<file path="config.mk">
export PLATFORM = sky130hd
export DESIGN_NAME = incremental_pid_step
export DESIGN_NICKNAME = d
export VERILOG_FILES = /design/src/hw/rtl/ipid_pkg.sv /design/src/hw/rtl/ipid_regs.sv /design/src/hw/rtl/ipid_err.sv /design/src/hw/rtl/ipid_mac.sv /design/src/hw/rtl/ipid_acc.sv /design/src/hw/rtl/incremental_pid_step.sv
export SDC_FILE = /design/constraint.sdc
export NUM_CORES = 2
export LEC_CHECK = 0
export BUFFER_PORTS_ARGS = -buffer_cell sky130_fd_sc_hd__buf_4
export CORE_MARGIN = 2
export CORE_UTILIZATION = 40
export DETAILED_ROUTE_END_ITERATION = 6
export PLACE_DENSITY_LB_ADDON = 0.15
export SYNTH_ARGS = -nofsm -noshare
export SYNTH_HDL_FRONTEND = slang
export SYNTH_HIERARCHICAL = 1
export SYNTH_SLANG_ARGS = --single-unit
</file>
<file path="constraint.sdc">
create_clock -name clk -period 9.6 [get_ports clk]
set_input_delay 0.96 -clock clk [delete_from_list [all_inputs] [get_ports clk]]
set_output_delay 0.96 -clock clk [all_outputs]
set_load 0.005 [all_outputs]
</file>
<file path="src/hw/rtl/ipid_pkg.sv">
// Shared widths, register codes and stage beat types of the PID step block.
// No dependencies.
package ipid_pkg;

    localparam int COEF_W   = 32;
    localparam int SAMPLE_W = 16;
    localparam int PROD_W   = COEF_W + SAMPLE_W;
    localparam int SUM_W    = PROD_W + 2;
    localparam int ACCUM_W  = 32;
    localparam int ACC_W    = SUM_W + 1;
    localparam int DRIVE_W  = 16;
    localparam int SHIFT    = 16;
    localparam int PADDR_W  = 4;
    localparam int PDATA_W  = 32;

    localparam logic [1:0] REG_COEF_A = 2'd0;
    localparam logic [1:0] REG_COEF_B = 2'd1;
    localparam logic [1:0] REG_COEF_C = 2'd2;

    localparam logic signed [ACC_W-1:0] ACC_MAX = ACC_W'(64'sd2147483647);
    localparam logic signed [ACC_W-1:0] ACC_MIN = -ACC_MAX;

    typedef struct packed {
        logic signed [COEF_W-1:0] a;
        logic signed [COEF_W-1:0] b;
        logic signed [COEF_W-1:0] c;
    } coef_t;

    typedef struct packed {
        logic                       valid;
        logic signed [SAMPLE_W-1:0] e;
        logic signed [SAMPLE_W-1:0] e1;
        logic signed [SAMPLE_W-1:0] e2;
    } err_beat_t;

    typedef struct packed {
        logic                     valid;
        logic signed [SUM_W-1:0]  sum;
    } sum_beat_t;

endpackage

</file>
<file path="src/hw/rtl/ipid_regs.sv">
// Coefficient registers behind the APB-style configuration port.
// Depends on ipid_pkg.
module ipid_regs (
    input  logic                    clk,
    input  logic                    rst_n,
    input  logic                    psel,
    input  logic                    penable,
    input  logic                    pwrite,
    input  logic [ipid_pkg::PADDR_W-1:0] paddr,
    input  logic [ipid_pkg::PDATA_W-1:0] pwdata,
    output logic [ipid_pkg::PDATA_W-1:0] prdata,
    output logic                    pready,
    output ipid_pkg::coef_t         coef
);
    import ipid_pkg::*;

    coef_t coef_reg;
    logic  wr_en;

    assign pready = 1'b1;
    assign wr_en  = psel && penable && pwrite;
    assign coef   = coef_reg;

    always_ff @(posedge clk or negedge rst_n)
    begin
        if (!rst_n)
        begin
            coef_reg <= '0;
        end
        else if (wr_en)
        begin
            unique case (paddr[3:2])
                REG_COEF_A: coef_reg.a <= pwdata;
                REG_COEF_B: coef_reg.b <= pwdata;
                REG_COEF_C: coef_reg.c <= pwdata;
                default:    ;
            endcase
        end
    end

    always_comb
    begin
        unique case (paddr[3:2])
            REG_COEF_A: prdata = coef_reg.a;
            REG_COEF_B: prdata = coef_reg.b;
            REG_COEF_C: prdata = coef_reg.c;
            default:    prdata = '0;
        endcase
    end

endmodule

</file>
<file path="src/hw/rtl/ipid_err.sv">
// Input stage: error of the accepted beat and the two-deep error history.
// Depends on ipid_pkg.
module ipid_err (
    input  logic                          clk,
    input  logic                          rst_n,
    input  logic                          adv,
    input  logic                          in_valid,
    input  logic [ipid_pkg::SAMPLE_W-1:0] setpoint,
    input  logic [ipid_pkg::SAMPLE_W-1:0] measured,
    output ipid_pkg::err_beat_t           beat
);
    import ipid_pkg::*;

    logic                       valid_reg;
    logic signed [SAMPLE_W-1:0] e_reg;
    logic signed [SAMPLE_W-1:0] e1_reg;
    logic signed [SAMPLE_W-1:0] e2_reg;
    logic signed [SAMPLE_W-1:0] e_next;

    assign e_next = setpoint - measured;

    always_ff @(posedge clk or negedge rst_n)
    begin
        if (!rst_n)
        begin
            valid_reg <= 1'b0;
            e_reg     <= '0;
            e1_reg    <= '0;
            e2_reg    <= '0;
        end
        else if (adv)
        begin
            valid_reg <= in_valid;
            if (in_valid)
            begin
                e_reg  <= e_next;
                e1_reg <= e_reg;
                e2_reg <= e1_reg;
            end
        end
    end

    assign beat.valid = valid_reg;
    assign beat.e     = e_reg;
    assign beat.e1    = e1_reg;
    assign beat.e2    = e2_reg;

endmodule

</file>
<file path="src/hw/rtl/ipid_mac.sv">
// Product stage and sum-of-products stage of the PID step.
// Depends on ipid_pkg.
module ipid_mac (
    input  logic                clk,
    input  logic                rst_n,
    input  logic                adv,
    input  ipid_pkg::coef_t     coef,
    input  ipid_pkg::err_beat_t err,
    output ipid_pkg::sum_beat_t beat
);
    import ipid_pkg::*;

    logic                     pv_reg;
    logic signed [PROD_W-1:0] pa_reg;
    logic signed [PROD_W-1:0] pb_reg;
    logic signed [PROD_W-1:0] pc_reg;
    logic signed [PROD_W-1:0] pa_next;
    logic signed [PROD_W-1:0] pb_next;
    logic signed [PROD_W-1:0] pc_next;
    logic                     sv_reg;
    logic signed [SUM_W-1:0]  sum_reg;
    logic signed [SUM_W-1:0]  sum_next;

    assign pa_next = $signed(coef.a) * $signed(err.e);
    assign pb_next = $signed(coef.b) * $signed(err.e1);
    assign pc_next = $signed(coef.c) * $signed(err.e2);

    assign sum_next = SUM_W'(pa_reg) + SUM_W'(pb_reg) + SUM_W'(pc_reg);

    always_ff @(posedge clk or negedge rst_n)
    begin
        if (!rst_n)
        begin
            pv_reg <= 1'b0;
            sv_reg <= 1'b0;
        end
        else if (adv)
        begin
            pv_reg <= err.valid;
            sv_reg <= pv_reg;
        end
    end

    always_ff @(posedge clk)
    begin
        if (adv)
        begin
            pa_reg  <= pa_next;
            pb_reg  <= pb_next;
            pc_reg  <= pc_next;
            sum_reg <= sum_next;
        end
    end

    assign beat.valid = sv_reg;
    assign beat.sum   = sum_reg;

endmodule

</file>
<file path="src/hw/rtl/ipid_acc.sv">
// Accumulate stage: add to the previous output, saturate, hold the result beat.
// Depends on ipid_pkg.
module ipid_acc (
    input  logic                         clk,
    input  logic                         rst_n,
    input  logic                         adv,
    input  ipid_pkg::sum_beat_t          sum,
    output logic                         out_valid,
    output logic [ipid_pkg::DRIVE_W-1:0] drive
);
    import ipid_pkg::*;

    logic                      out_valid_reg;
    logic signed [ACCUM_W-1:0] accum_reg;
    logic        [DRIVE_W-1:0] drive_reg;
    logic signed [ACC_W-1:0]   total;
    logic signed [ACC_W-1:0]   sat;

    assign total = ACC_W'(sum.sum) + ACC_W'(accum_reg);

    always_comb
    begin
        if (total > ACC_MAX)
            sat = ACC_MAX;
        else if (total < ACC_MIN)
            sat = ACC_MIN;
        else
            sat = total;
    end

    always_ff @(posedge clk or negedge rst_n)
    begin
        if (!rst_n)
        begin
            out_valid_reg <= 1'b0;
            accum_reg     <= '0;
        end
        else if (adv)
        begin
            out_valid_reg <= sum.valid;
            if (sum.valid)
                accum_reg <= sat[ACCUM_W-1:0];
        end
    end

    always_ff @(posedge clk)
    begin
        if (adv && sum.valid)
            drive_reg <= sat[SHIFT+DRIVE_W-1:SHIFT];
    end

    assign out_valid = out_valid_reg;
    assign drive     = drive_reg;

endmodule

</file>
<file path="src/hw/rtl/incremental_pid_step.sv">
// Incremental (velocity-form) PID step, fixed point.
// Depends on ipid_pkg, ipid_regs, ipid_err, ipid_mac, ipid_acc.
//
// Usage:
//   Slave stream (s_*) takes one sample per beat: setpoint and measured value.
//   Master stream (m_*) gives one drive value per accepted sample, in order.
//   The APB port holds coef_a, coef_b, coef_c at byte addresses 0, 4, 8;
//   write them only while no sample is in flight.
// Pipeline: a drive beat is presented once its sample has passed the input
//   register (loaded at the edge that takes the sample), then the product,
//   sum and accumulate registers.
// Throughput: one sample per cycle while the output is not stalled; the
//   accumulate add and saturate close the only loop, through accum_reg.
// Stall: all stages advance together; while the output register holds an
//   untaken beat, s_tready drops and every stage holds.
// Reset: coefficients, previous output and error history clear to zero,
//   no beat is in flight.
module incremental_pid_step (
    input  logic                         clk,
    input  logic                         rst_n,
    input  logic                         s_tvalid,
    output logic                         s_tready,
    input  logic [31:0]                  s_tdata,   // setpoint[15:0], measured[31:16]
    output logic                         m_tvalid,
    input  logic                         m_tready,
    output logic [15:0]                  m_tdata,   // drive[15:0]
    input  logic                         psel,
    input  logic                         penable,
    input  logic                         pwrite,
    input  logic [ipid_pkg::PADDR_W-1:0] paddr,
    input  logic [ipid_pkg::PDATA_W-1:0] pwdata,
    output logic [ipid_pkg::PDATA_W-1:0] prdata,
    output logic                         pready
);
    import ipid_pkg::*;

    coef_t     coef;
    err_beat_t err_beat;
    sum_beat_t sum_beat;
    logic      adv;

    assign adv      = !m_tvalid || m_tready;
    assign s_tready = adv;

    ipid_regs u_regs (
        .clk     (clk),
        .rst_n   (rst_n),
        .psel    (psel),
        .penable (penable),
        .pwrite  (pwrite),
        .paddr   (paddr),
        .pwdata  (pwdata),
        .prdata  (prdata),
        .pready  (pready),
        .coef    (coef)
    );

    ipid_err u_err (
        .clk      (clk),
        .rst_n    (rst_n),
        .adv      (adv),
        .in_valid (s_tvalid),
        .setpoint (s_tdata[SAMPLE_W-1:0]),
        .measured (s_tdata[2*SAMPLE_W-1:SAMPLE_W]),
        .beat     (err_beat)
    );

    ipid_mac u_mac (
        .clk   (clk),
        .rst_n (rst_n),
        .adv   (adv),
        .coef  (coef),
        .err   (err_beat),
        .beat  (sum_beat)
    );

    ipid_acc u_acc (
        .clk       (clk),
        .rst_n     (rst_n),
        .adv       (adv),
        .sum       (sum_beat),
        .out_valid (m_tvalid),
        .drive     (m_tdata)
    );

endmodule

</file>
==> key figures <==
Floorplan
  • Die ar.: roughly 190000 µm²
  • I/O pin cnt: 126
  • Initial Util: 40.3%
  • Die width: 440 µm
  • Die Y: between 400 and 500 µm
  • Std cell rows: between 150 and 200
  • Core Region: 188000 µm²

Cells and area
  • Commonest non-fill, non-tap cell in the layout: inv_1
  • Max reg flops: 96
  • Fin util: 43.1%
  • Fin nets: around 10000
  • Area grow syn2layout: 6.86%
  • Layout cells sized above 1: under 10%
  • Most frequent cells in the layout: inv_1 (1697), fa_1 (1509), nand2_1 (1168)

Drt
  • DR pass1 iterations: 7
  • Post-DRT Antenna Nets: 0
  • Routed vias: 55400
  • Final WL: around 230 mm
  • DRC viols: 2
  • 1st-iter DRT viols: approximately 3500
  • Vias per inst: around 5.2
  • Routed WL per cell: between 20 and 25 µm

Setup path
  • Crit path max-delay family: adder cells
  • Critical path, cell by cell: and2_1 > fa_1 > inv_1 > fa_1 > fa_1 > inv_1 > fa_1 > fa_1 > inv_1 > fa_1 > inv_1 > ha_1 > nand2_1 > a211oi_1 > a221oi_1 > nor4_1 > o211ai_1 > a31oi_1 > and2_1 > a21boi_1 > o21bai_1 > xor2_1
  • Crit path DAT: approximately 8.2 ns
  • Reg2Reg Launch Point: u_err/e1_reg[5]
  • Reg2reg end: u_mac/pb_reg[41]
  • Crit path max fanout: 34
  • CP required: approximately 10 ns
  • Worst R2R Setup Slack: around 1.8 ns
  • CP max stage cell: dfrtp_2
  • CP max stage delay: approximately 1.0 ns
  • Crit end category: register
  • R2R depth: 22
  • CP Buf/Inv Count: 4
  • Crit path top cell by count: fa_1
  • Startpoint Class: register
  • Crit Path Class: register to register

Clocking
  • Clk sinks: 390
  • Setup Buffers After CTS: 0
  • Cts hold-fix bufs: 0
  • Clock Latency Late Sink: ~0.68 ns
  • CTS tree: yes
  • Clk root buf: clkbuf_16
  • Post_cts resized: 0
  • Max clock buf depth: 3
  • Htree depth: 2
  • Num CTS Buffers: just under 50
  • Clk slew on worst S/H paths: roughly 0.070 ns

Yosys
  • Synthesized instance count: 8125
  • YS warnings: 6
  • Cell area after synthesis: 75900 µm²
  • Top cells by area, synth: fa_1 (40%), inv_1 (8.4%), edfxtp_1 (8.3%)
  • Post-synth EDFFs: 210
  • Post-synthesis cell type count: 105
  • Synth top area share: roughly two fifths
  • Yosys reg bits: 390
  • Register area share after synthesis: around 14%
  • Cell taking the most area after synthesis: fa_1
  • Post-Syn Area per Cell: a little over 9 µm²
  • Ys flop type: edfxtp_1
  • Post-synthesis net count: 10200
  • Post-synth ARST share: a little under half

Timing
  • Final setup fails: 0
  • Slew headroom: 15.6%
  • Worst slew pin tran: roughly 1.3 ns
  • Tmin final: around 8 ns
  • Peak Freq: 0.128 GHz
  • TNS Setup: 0 ns
  • Final Max Tran Viols: 0
  • Tcrit/Tclk final: around four fifths
  • Clk_skew: between 0.06 and 0.07 ns
  • RSZ-0062 raised after global routing: false
  • Final hold vios: 0

GRT
  • First-pass GRT wire length: approximately 360 mm
  • Largest net degree at the start of global routing: 80
  • Via count of the first global-routing pass: ~60000
  • Total gr overflow: 0
  • Total GRT Usage: 24.7%
  • Antenna violations before repair: 14

Status
  • Status: finished with violations
  • Failing checks: DRC

Place
  • Final RePlAce weighted congestion: about 0.9
  • Post-DP HPWL: 188 mm
  • IO buf count: approximately 120

Worst hold path
  • Hold Crit Class: primary input to async pin

Job
  • Max Cap Viol: 0
final cells by class:
cell class | count | area, µm²
fill | 18700 | 107000
multi-input combinational | 5680 | 57300
sequential | 390 | 10800
inverter | 1701 | 6380
tap | 2495 | 3120
timing repair buffer | 245 | 1860
clock buffer | 65 | 1310
clock inverter | 25 | 342
antenna | 4 | 10.0
worst max-delay path by stage:
stage / depth (start not counted) / end / start / slack [ns]
2_1_floorplan: 7 / u_acc/accum_reg[14] / m_tready / 1.52
3_3_place_gp: 20 / u_mac/pb_reg[36] / u_err/e1_reg[9] / 1.98
3_5_place_dp: 21 / u_mac/pc_reg[43] / u_err/e2_reg[1] / 1.91
4_1_cts: 21 / u_mac/pc_reg[43] / u_err/e2_reg[1] / 1.88
5_1_grt: 19 / u_mac/pb_reg[45] / u_err/e1_reg[1] / 1.45
6_report: 22 / u_mac/pb_reg[41] / u_err/e1_reg[5] / 1.80
stage by stage:
| stage | worst slack [ns] | area [µm²] | hold WS (ns) | cells |
|---|---|---|---|---|
| floorplan | 1.52 | 75900 | 0.475 | 8125 |
| global placement | 1.98 | 79500 | 0.461 | 10500 |
| detailed placement | 1.91 | 79500 | 0.466 | 10500 |
| CTS | 1.88 | 81100 | 0.200 | 10600 |
| global route | 1.45 | 81100 | 0.211 | 10600 |
| finish | 1.80 | 81100 | 0.223 | 10600 |
metal layers:
metal / GRT usage [%] / part of all wire, % / vias up
met2: 41.5 / 47 / 1358
met3: 2.72 / 4.7 / 283
met1: 33.4 / 44 / 29000
met4: 8.10 / 3.8 / 4
met5: 0 / 0.011 / -
li1: - / - / 24800
Yosys cell counts, types with 10 or more instances:
master and count:
nand2b_1 47, xor2_1 82, o31ai_1 15, mux2i_1 37, clkbuf_1 291, buf_2 36
nor2_1 269, nand4_1 65, inv_1 1697, o21ai_1 27, o21a_1 35, a31oi_1 30
nor3_1 54, a22oi_1 41, nor2b_1 37, a21oi_1 245, mux2_4 30, nand2_1 1169
ha_1 455, a21boi_0 10, and3_1 24, and4_1 10, nand3_1 79, xnor2_1 158
mux2_2 69, o211ai_1 35, a21o_1 103, o21bai_1 25, a211oi_1 29, dfrtp_1 180
edfxtp_1 210, fa_1 1509, a221oi_1 12, o21ai_0 166, and2_1 619
logic make-up (layout without fill, tap and decap cells):
kind of cell | Yosys count | in the layout | synth area share (%)
other | 1 | 5 | 0.00494
AOI/OAI and AO/OA | 897 | 897 | 7.86
buffers and inverters | 2055 | 2036 | 10.4
adders and majority gates | 1964 | 1964 | 47.3
xor gates and xnor gates | 240 | 240 | 2.77
DFF | 390 | 390 | 14.2
and+or+nand+nor | 2439 | 2439 | 15.3
muxes | 139 | 139 | 2.15
Power is not shown: default switching activity piles up to over one toggle a cycle in this logic, so the estimate is an artifact.
